[src/rtl/slpl_pkg.sv]
// Shared types and constants of the slab point location histogram block.
package slpl_pkg;

    localparam int MAX_PARTS_DEF  = 4096;
    localparam int MAX_POINTS_DEF = 4096;
    localparam int COORD_BITS_DEF = 20;
    localparam int OUT_BITS       = 13;
    localparam int CFG_IDX_BITS   = 1;

    localparam logic [CFG_IDX_BITS-1:0] CFG_TOP_Y    = 1'b0;
    localparam logic [CFG_IDX_BITS-1:0] CFG_BOTTOM_Y = 1'b1;

    typedef enum logic [1:0] {
        OP_CLEAR  = 2'd0,
        OP_LOAD   = 2'd1,
        OP_LOCATE = 2'd2,
        OP_REPORT = 2'd3
    } t_op;

endpackage

[src/rtl/slpl_front.sv]
// Command intake: decodes items and holds them in a two-entry queue.
module slpl_front #(
    parameter int COORD_BITS = slpl_pkg::COORD_BITS_DEF
) (
    input  logic                         i_clk,
    input  logic                         i_rst_n,
    input  logic                         start,
    output logic                         busy,
    input  logic [1:0]                   i_op,
    input  logic signed [COORD_BITS-1:0] i_coord_a,
    input  logic signed [COORD_BITS-1:0] i_coord_b,
    output logic                         o_q_valid,
    input  logic                         i_q_pop,
    output slpl_pkg::t_op                o_q_op,
    output logic signed [COORD_BITS-1:0] o_q_a,
    output logic signed [COORD_BITS-1:0] o_q_b
);

    slpl_pkg::t_op               r_op [2];
    logic signed [COORD_BITS-1:0] r_a [2];
    logic signed [COORD_BITS-1:0] r_b [2];
    logic                        r_wp;
    logic                        r_rp;
    logic [1:0]                  r_cnt;
    logic                        push;
    logic                        pop;

    assign busy      = (r_cnt == 2'd2);
    assign push      = start && !busy;
    assign o_q_valid = (r_cnt != 2'd0);
    assign pop       = i_q_pop && o_q_valid;
    assign o_q_op    = r_op[r_rp];
    assign o_q_a     = r_a[r_rp];
    assign o_q_b     = r_b[r_rp];

    always_ff @(posedge i_clk) begin
        if (push) begin
            r_op[r_wp] <= slpl_pkg::t_op'(i_op);
            r_a[r_wp]  <= i_coord_a;
            r_b[r_wp]  <= i_coord_b;
        end
        if (!i_rst_n) begin
            r_wp  <= 1'b0;
            r_rp  <= 1'b0;
            r_cnt <= 2'd0;
        end else begin
            if (push) begin
                r_wp <= ~r_wp;
            end
            if (pop) begin
                r_rp <= ~r_rp;
            end
            case ({push, pop})
                2'b10:   r_cnt <= r_cnt + 2'd1;
                2'b01:   r_cnt <= r_cnt - 2'd1;
                default: r_cnt <= r_cnt;
            endcase
        end
    end

endmodule

[config.mk]
export PLATFORM = sky130hd
export DESIGN_NAME = slpl_front
export DESIGN_NICKNAME = d
export VERILOG_FILES = /design/src/rtl/slpl_pkg.sv /design/src/rtl/slpl_front.sv
export SDC_FILE = /design/constraint.sdc
export NUM_CORES = 1
export LEC_CHECK = 0
export BUFFER_PORTS_ARGS = -buffer_cell sky130_fd_sc_hd__buf_4
export CAP_MARGIN = 20
export CORE_MARGIN = 4
export CORE_UTILIZATION = 40
export CTS_BUF_LIST = sky130_fd_sc_hd__clkbuf_8
export CTS_CLUSTER_DIAMETER = 200
export DETAILED_ROUTE_END_ITERATION = 10
export GPL_ROUTABILITY_DRIVEN = 0
export RECOVER_POWER = 25
export SLEW_MARGIN = 20
export SYNTH_ARGS = -nofsm -noshare
export SYNTH_HDL_FRONTEND = slang
export SYNTH_SLANG_ARGS = --single-unit
[constraint.sdc]
create_clock -name i_clk -period 2.3 [get_ports i_clk]
set_input_delay 0.23 -clock i_clk [delete_from_list [all_inputs] [get_ports i_clk]]
set_output_delay 0.23 -clock i_clk [all_outputs]
set_load 0.05 [all_outputs]
== After elaboration in Yosys (flattened, before gate mapping) ==
Memories as Yosys holds them, arrays and structs flattened. A register that Yosys moved wholly into a read port is not among the register bits.
Cells that the tools add are included.
Cells by class
  $add $sub $neg: 2
  $mul: 0
  div/mod/pow operators: 0
  order comparisons: 0
  eq/ne operators: 3
  shift operators: 0
  muxes and demuxes: 9
  bitwise gates (word level): 2
  reduce and logical (&&, ||, !) cells: 5
Operator list (number)
  two-way mux 1 bit: 8
  == test 2 bit (second input constant): 2
  one-hot mux 2 bit (2 select lines): 1
  nonzero test 2 bit: 2
  adder 2 x 1 -> 2 bit (second input constant): 1
  == test 2 x 1 -> 1 bit (second input constant): 1
  logical AND 1 bit: 2
  NOT 1 bit: 2
  subtractor 2 x 1 -> 2 bit (second input constant): 1
  zero test 1 bit: 1
Storage, ports and cells
  register bits after elaboration: 4
  latch bits: 0
  memory bits (writable): 84
  bits in read-only memories: 0
  logic and storage cells: 27
  memories kept: 3
Memory list
  r_a: depth 2, bits a word 20, read ports 1, clocked after memory_dff 1, write ports 1, RTL line slpl_front.sv:20  | logic signed [COORD_BITS-1:0] r_a [2];
  r_b: depth 2, bits a word 20, read ports 1, clocked after memory_dff 1, write ports 1, RTL line slpl_front.sv:21  | logic signed [COORD_BITS-1:0] r_b [2];
  r_op: depth 2, bits a word 2, read ports 1, clocked after memory_dff 1, write ports 1, RTL line slpl_front.sv:19  | slpl_pkg::t_op r_op [2];

== Depth between registers and ports, before layout ==
Gate-level depths: netlist of run 1.
  depth in word-level cells: 5
  depth in mapped cells: 6

== Worst setup path after synthesis of run 1 ==
OpenSTA, ideal clock, no wires.
  path kind: reg-to-reg
  start: reg r_cnt[0]
  end: mem r_a[0][0] (netlist bit), enable pin
  arrival time: 1.834 ns
  data required time: 1.904 ns
  setup slack: 0.069 ns
  stages on the path, launching flop included: 5
  clock period less this slack: 2.231 ns
  path through: dfxtp_1 -> nand2b_2 -> inv_2 -> or3_1 -> inv_1
On the way
  longest elaborated chain between the ends: 5
RTL lines
  start: declaration: RTL line slpl_front.sv:24  | logic [1:0] r_cnt;
  start signal: assignment: RTL line slpl_front.sv:54  | 2'b10: r_cnt <= r_cnt + 2'd1;
  start signal: assignment: RTL line slpl_front.sv:55  | 2'b01: r_cnt <= r_cnt - 2'd1;
  start signal: assignment: RTL line slpl_front.sv:56  | default: r_cnt <= r_cnt;
  == test 2 bit: RTL line slpl_front.sv:28  | assign busy = (r_cnt == 2'd2);
  named net busy: RTL line slpl_front.sv:8  | output logic busy,
  zero test 1 bit: RTL line slpl_front.sv:29  | assign push = start && !busy;
  logical AND 1 bit: RTL line slpl_front.sv:29
  two-way mux 1 bit: RTL line slpl_front.sv:37  | if (push) begin
  two-way mux 1 bit (implied by the code): RTL line slpl_front.sv:39  | r_a[r_wp] <= i_coord_a;
  end: declaration: RTL line slpl_front.sv:20
The timed path passes the listed nets, and every way through them passes these cells.

==> results of run 1 <==
kinds of logic (layout without fill, tap and decap cells):
| group | Yosys count | after routing | synth area share (%) |
|---|---|---|---|
| AOI/OAI and AO/OA | 5 | 5 | 0.998 |
| buffers and inverters | 8 | 114 | 1.08 |
| adders and majority gates | 1 | 1 | 0.384 |
| DFF | 89 | 89 | 80.5 |
| and+or+nand+nor | 9 | 9 | 1.73 |
| xor gates and xnor gates | 3 | 3 | 0.807 |
| muxes | 42 | 42 | 14.5 |
layer usage:
| metal | GRT usage (%) | vias to the layer above | share of wire [%] | wire [µm] |
|---|---|---|---|---|
| met5 | 0 | - | 0 | 0 |
| met4 | 6.30 | 0 | 2.3 | 133 |
| met3 | 3.64 | 15 | 5.8 | 335 |
| met2 | 20.5 | 49 | 51 | 2930 |
| met1 | 14.7 | 821 | 41 | 2340 |
| li1 | - | 806 | - | - |
power by group through the flow:
stage                     logic [µW]  clock network (µW)  registers, µW
after floorplan                 1640                   0           2140
after global placement          2290                   0           2140
after detailed placement        2290                   0           2150
after CTS                       2300                1170           2110
after global routing            2370                1260           2130
final                           2250                1140           2110
through the flow:
stage          hold WS [ns]  instance area (µm²)  cells
2_1_floorplan         0.329                 3260    157
3_3_place_gp          0.419                 4080    349
3_5_place_dp          0.419                 4080    349
4_1_cts              0.0449                 4300    365
5_1_grt              0.0521                 4280    365
6_report             0.0678                 4280    365
critical path, cell delays in order (launching register included):
cell     delay, ns
dfxtp_2       0.33
buf_4         0.29
mux2_2        0.38
buf_4         0.19
layout make-up:
class / instances / area (µm²) / share of cell area [%]
Clock buffer: 9 / 124 / 2.90
Clock inverter: 7 / 93.8 / 2.19
Inverter: 3 / 11.3 / 0.263
Multi-Input combinational cell: 60 / 602 / 14.1
Sequential cell: 89 / 2620 / 61.4
Tap cell: 102 / 128 / 2.98
Timing Repair Buffer: 95 / 694 / 16.2
Yosys cell counts:
| cell type | number | area (µm²) |
|---|---|---|
| dfxtp_1 | 5 | 100 |
| o21a_1 | 1 | 7.51 |
| edfxtp_1 | 84 | 2520 |
| inv_2 | 1 | 3.75 |
| a21boi_1 | 2 | 15.0 |
| ha_1 | 1 | 12.5 |
| xnor2_1 | 3 | 26.3 |
| or2_2 | 1 | 6.26 |
| and2_1 | 1 | 6.26 |
| buf_2 | 4 | 20.0 |
| clkbuf_1 | 1 | 3.75 |
| or3_1 | 2 | 12.5 |
| o21ai_0 | 2 | 10.0 |
| nand2_1 | 1 | 3.75 |
| and3_1 | 1 | 6.26 |
| mux2_2 | 42 | 473 |
| nor2b_1 | 2 | 12.5 |
| inv_1 | 2 | 7.51 |
| nand2b_2 | 1 | 8.76 |
registers in the layout (all words and copies together), names as in the netlist, named ones only:
register and count:
r_cnt 2, r_rp 1, r_wp 1, r_b 40, r_op 4, r_a 40
worst max path at each step:
stage / from / endpoint / slack, ns / cells after the start
2_1_floorplan: r_cnt[0] / r_a[0][0] / 0.07 / 4
3_3_place_gp: r_cnt[0] / r_b[0][4] / 0.68 / 5
3_5_place_dp: r_cnt[0] / r_b[0][4] / 0.65 / 5
4_1_cts: register / o_q_b[16] / 0.48 / 3
5_1_grt: register / o_q_b[14] / 0.44 / 3
6_report: register / o_q_b[13] / 0.52 / 3
==> impl_metrics.py, run 1 <==
metrics = {
    "cts": {
        "clkTransAtPathRegs_ns": 0.08,
        "ctsLongestPathBuffers": 2,
        "cts_made_buffers": 9,
        "root_buffer": "clkbuf_8",
        "clk_latency_ns": 0.35,
        "ctsResizeCount": 0,
        "cts_hold_buffers": 0,
        "clock_sinks": 89,
        "h-tree-depth": 3,
        "cts_setup_buffers": 0,
        "cts_tree": "yes",
    },
    "power": {
        "p_total_uw": 5500,
        "comb_power_share_pct": 41.0,
        "p_sw_share_pct": 37.8,
        "power.leakage_uw": 0.00159,
        "irDropWorstVdd_v": 0.000890,
        "p_seq_share_pct": 38.3,
        "internal-power_uw": 3420,
        "pwr_density_cell_mw_per_mm2": 1290,
        "p_sw_uw": 2080,
        "pwr-share-clk_pct": 20.7,
    },
    "detailed_routing": {
        "drt_first_pass_iters": 4,
        "drt-initial-drc-count": 31,
        "drc": 0,
        "vias_per_cell": 4.63,
        "ant_nets": 0,
        "wl_um": 5740,
        "wl_per_cell_um": 15.7,
        "num_vias": 1691,
    },
    "run_status": {
        "outcome": "complete, no violations",
    },
    "finish": {
        "n_antenna_cell": 0,
        "nNetsFinal": 305,
        "syn2layout_area_growth_pct": 31.3,
        "mostFrequentLayoutCell": "edfxtp_1",
        "fillCellCount": 647,
        "drive_gt1_share_pct": 58.6,
        "layout_common_cells": "edfxtp_1 (84), buf_4 (67), mux2_2 (42)",
        "fin_util_pct": 54.8,
    },
    "critical_path": {
        "arrival_ns": 1.55,
        "r2r-start": "r_cnt[0]",
        "r2r-end": "r_b[0][0]",
        "path_max_fanout": 22,
        "r2r_cells": 5,
        "required_ns": 2.07,
        "cp-end-kind": "primary output",
        "r2r_slack_ns": 0.66,
        "cp-start-kind": "register",
        "worst-setup-path-type": "register to primary output",
    },
    "die": {
        "die-area_mm2": 0.00965,
        "core_area_mm2": 0.00781,
        "die_width_um": 98.3,
        "rows": 32,
        "initial_utilization_pct": 41.7,
        "die_h_um": 98.3,
        "io_pins": 90,
    },
    "sta": {
        "rsz0062_at_grt": "no",
        "clock-skew-final_ns": 0.00897,
        "drv_slew": 0,
        "finalSetupTns_ns": 0,
        "setup_slack_ns": 0.523,
        "max_slew_margin_pct": 79.3,
        "final-hold-violation-count": 0,
        "period_share_pct": 77.3,
        "setup_violations": 0,
        "period_minus_slack_ns": 1.78,
        "fmax_ghz": 0.563,
        "tightestPinTransition_ns": 0.310,
    },
    "placement": {
        "preCtsSetupSlack_ns": 0.649,
        "port_buffers": 89,
        "hpwl_um": 3910,
    },
    "yosys": {
        "seq_area_frac_synth_pct": 80.5,
        "synth_seq_cells": 89,
        "syn_inst": 157,
        "yosysWarningCount": 0,
        "ys_types": 19,
        "syn-num-nets": 204,
        "netlist_area_mm2": 0.00326,
        "avgSynthCellArea_um2": 20.8,
    },
    "hold_path": {
        "hp-start": "i_coord_a[5]",
        "hold_end": "r_a[1][5]",
        "worstHoldPathCells": 1,
        "hp-class": "input port to register",
    },
    "global_routing": {
        "grt_overflow": 0,
        "grt_use_total_pct": 12.4,
        "grt_max_degree": 23,
        "first_global_vias": 1840,
        "antenna_found_initial": 0,
        "grt_pass1_wl_um": 9110,
    },
    "flow_run": {
        "cap_violations": 0,
    },
}
No activity file was read; power rests on OpenSTA's default activity.
==> inputs of run 2 (changes only) <==
==> constraint.sdc (replaced) <==
create_clock -name i_clk -period 1.64 [get_ports i_clk]
set_input_delay 0.164 -clock i_clk [delete_from_list [all_inputs] [get_ports i_clk]]
set_output_delay 0.164 -clock i_clk [all_outputs]
set_load 0.05 [all_outputs]
==> impl_metrics.py, run 2 (synthesis gave the netlist of run 1 again) <==
metrics = {
    "detailed_routing": {
        "drc": 0,
        "wl_met2_um": 3240,
        "met3_length_um": 282,
        "wl_met1_um": 2490,
        "wl_per_cell_um": 15.5,
        "drt_first_pass_iters": 4,
        "drt-initial-drc-count": 43,
        "num_vias": 1801,
        "vias_per_cell": 4.59,
        "ant_nets": 0,
        "routed.top_layer": "met4",
        "wl_um": 6060,
    },
    "critical_path": {
        "cp_top_family": "flip-flops",
        "arrival_ns": 1.43,
        "cp-end-kind": "primary output",
        "required_ns": 1.48,
        "crit_path_cell_trace": "buf_12, mux2_2, buf_4",
        "path_max_fanout": 22,
        "cp-start-kind": "register",
        "worst_path_max_delay_cell": "dfxtp_4",
        "critPathBufInv": 2,
        "slowest_delay_ns": 0.38,
        "worst-setup-path-type": "register to primary output",
    },
    "die": {
        "die_width_um": 98.3,
        "rows": 32,
        "initial_utilization_pct": 41.7,
        "die-area_mm2": 0.00965,
        "core_area_mm2": 0.00781,
        "die_h_um": 98.3,
        "io_pins": 90,
    },
    "sta": {
        "period_minus_slack_ns": 1.59,
        "max_slew_margin_pct": 86.0,
        "drv_slew": 0,
        "setup_violations": 0,
        "finalSetupTns_ns": 0,
        "period_share_pct": 97.1,
        "tightestPinTransition_ns": 0.210,
        "final-hold-violation-count": 0,
        "clock-skew-final_ns": 0.00798,
        "fmax_ghz": 0.628,
    },
    "cts": {
        "root_buffer": "clkbuf_8",
        "clkTransAtPathRegs_ns": 0.08,
        "ctsLongestPathBuffers": 2,
        "cts_made_buffers": 9,
        "h-tree-depth": 3,
        "cts_tree": "yes",
        "clk_latency_ns": 0.33,
        "clock_sinks": 89,
    },
    "run_status": {
        "outcome": "complete, no violations",
    },
    "finish": {
        "n_antenna_cell": 0,
        "fin_cells": 392,
        "layout_common_cells": "edfxtp_1 (84), mux2_2 (42), buf_4 (36)",
        "nNetsFinal": 332,
        "multi_input_comb_area_um2": 612,
        "mostFrequentLayoutCell": "edfxtp_1",
        "fillCellCount": 610,
        "drive_gt1_share_pct": 51.0,
        "syn2layout_area_growth_pct": 44.8,
        "final-seq-area_mm2": 0.00263,
        "reg_top3": "r_a x40, r_b x40, r_op x4",
    },
    "global_routing": {
        "grt_overflow": 0,
        "antenna_found_initial": 0,
        "grt_pass1_wl_um": 9560,
        "first_global_vias": 1934,
        "grt_max_degree": 25,
        "grt_use_total_pct": 12.7,
    },
    "hold_path": {
        "hp-class": "input port to register",
    },
    "placement": {
        "port_buffers": 89,
        "dp_cells": 349,
    },
    "power": {
        "power.leakage_uw": 0.00173,
        "irDropWorstVdd_v": 0.000880,
        "pwr_density_cell_mw_per_mm2": 1710,
    },
    "flow_run": {
        "cap_violations": 0,
    },
}
[run 2: cell types whose count changed in the layout (fill, tap and decap cells not counted), moves of 2 or more]
cell,change
clkbuf_4,-8
buf_4,-31
buf_6,+27
dlygate4sd3_1,+27
inv_1,+2
inv_2,-2
buf_12,+6
clkbuf_1,+6
[run 2: final timing paths]
path	start	endpoint	slack, ns	cells past startpoint
worst max-delay path	register	o_q_op[0]	0.05	3
worst min-delay path	i_coord_b[0]	r_b[0][0]	0.04	1
worst max register to register	r_cnt[0]	r_a[0][1]	0.11	5
worst min register to register	r_wp	r_wp	0.50	2
[run 2: cell type report]
class                   instances  share of cell area [%]
inverters                       3                   0.424
well taps                     102                    2.71
clock inverters                 7                    1.86
multi-input cells              60                    13.0
repair buffers                122                    23.7
clock buffers                   9                    2.63
flip-flops and latches         89                    55.7
[run 2: repair_timing]
item | 4_1_cts | 5_1_grt
hold buffers | 24 | 3
resized for setup | 0 | 28
endpoints found under the hold margin | 46 | 5
buffers inserted | 0 | 0
endpoints found under the setup margin | 0 | 40
[run 2: metal layers]
| metal | GRT usage (%) | vias up |
|---|---|---|
| li1 | - | 864 |
| met1 | 15.3 | 892 |
| met2 | 21.8 | 41 |
| met3 | 3.43 | 4 |
| met4 | 4.62 | 0 |
| met5 | 0 | - |
[run 2: per-stage QoR]
step	util (%)	instance area [µm²]	total power, µW	hold slack [ns]	worst slack (ns)
2_1_floorplan	-	3280	5330	0.263	-0.103
3_3_place_gp	53.4	4170	6350	0.350	0.145
3_5_place_dp	53.4	4170	6370	0.352	0.125
4_1_cts	59.2	4620	7970	0.0000679	0.00143
5_1_grt	60.4	4720	8410	0.0251	-0.00358
6_report	60.4	4720	8050	0.0431	0.0483
[run 2: worst reg2reg max path, stage by stage (launching register included)]
cell	delay, ns
dfxtp_2	0.38
nand2b_4	0.16
inv_6	0.03
or3_4	0.34
clkinvlp_4	0.12
buf_12	0.19
[run 2: report_power, final]
group	internal (µW)	switching, µW
Combinational	1380	2150
Clock	845	693
Sequential	2870	108
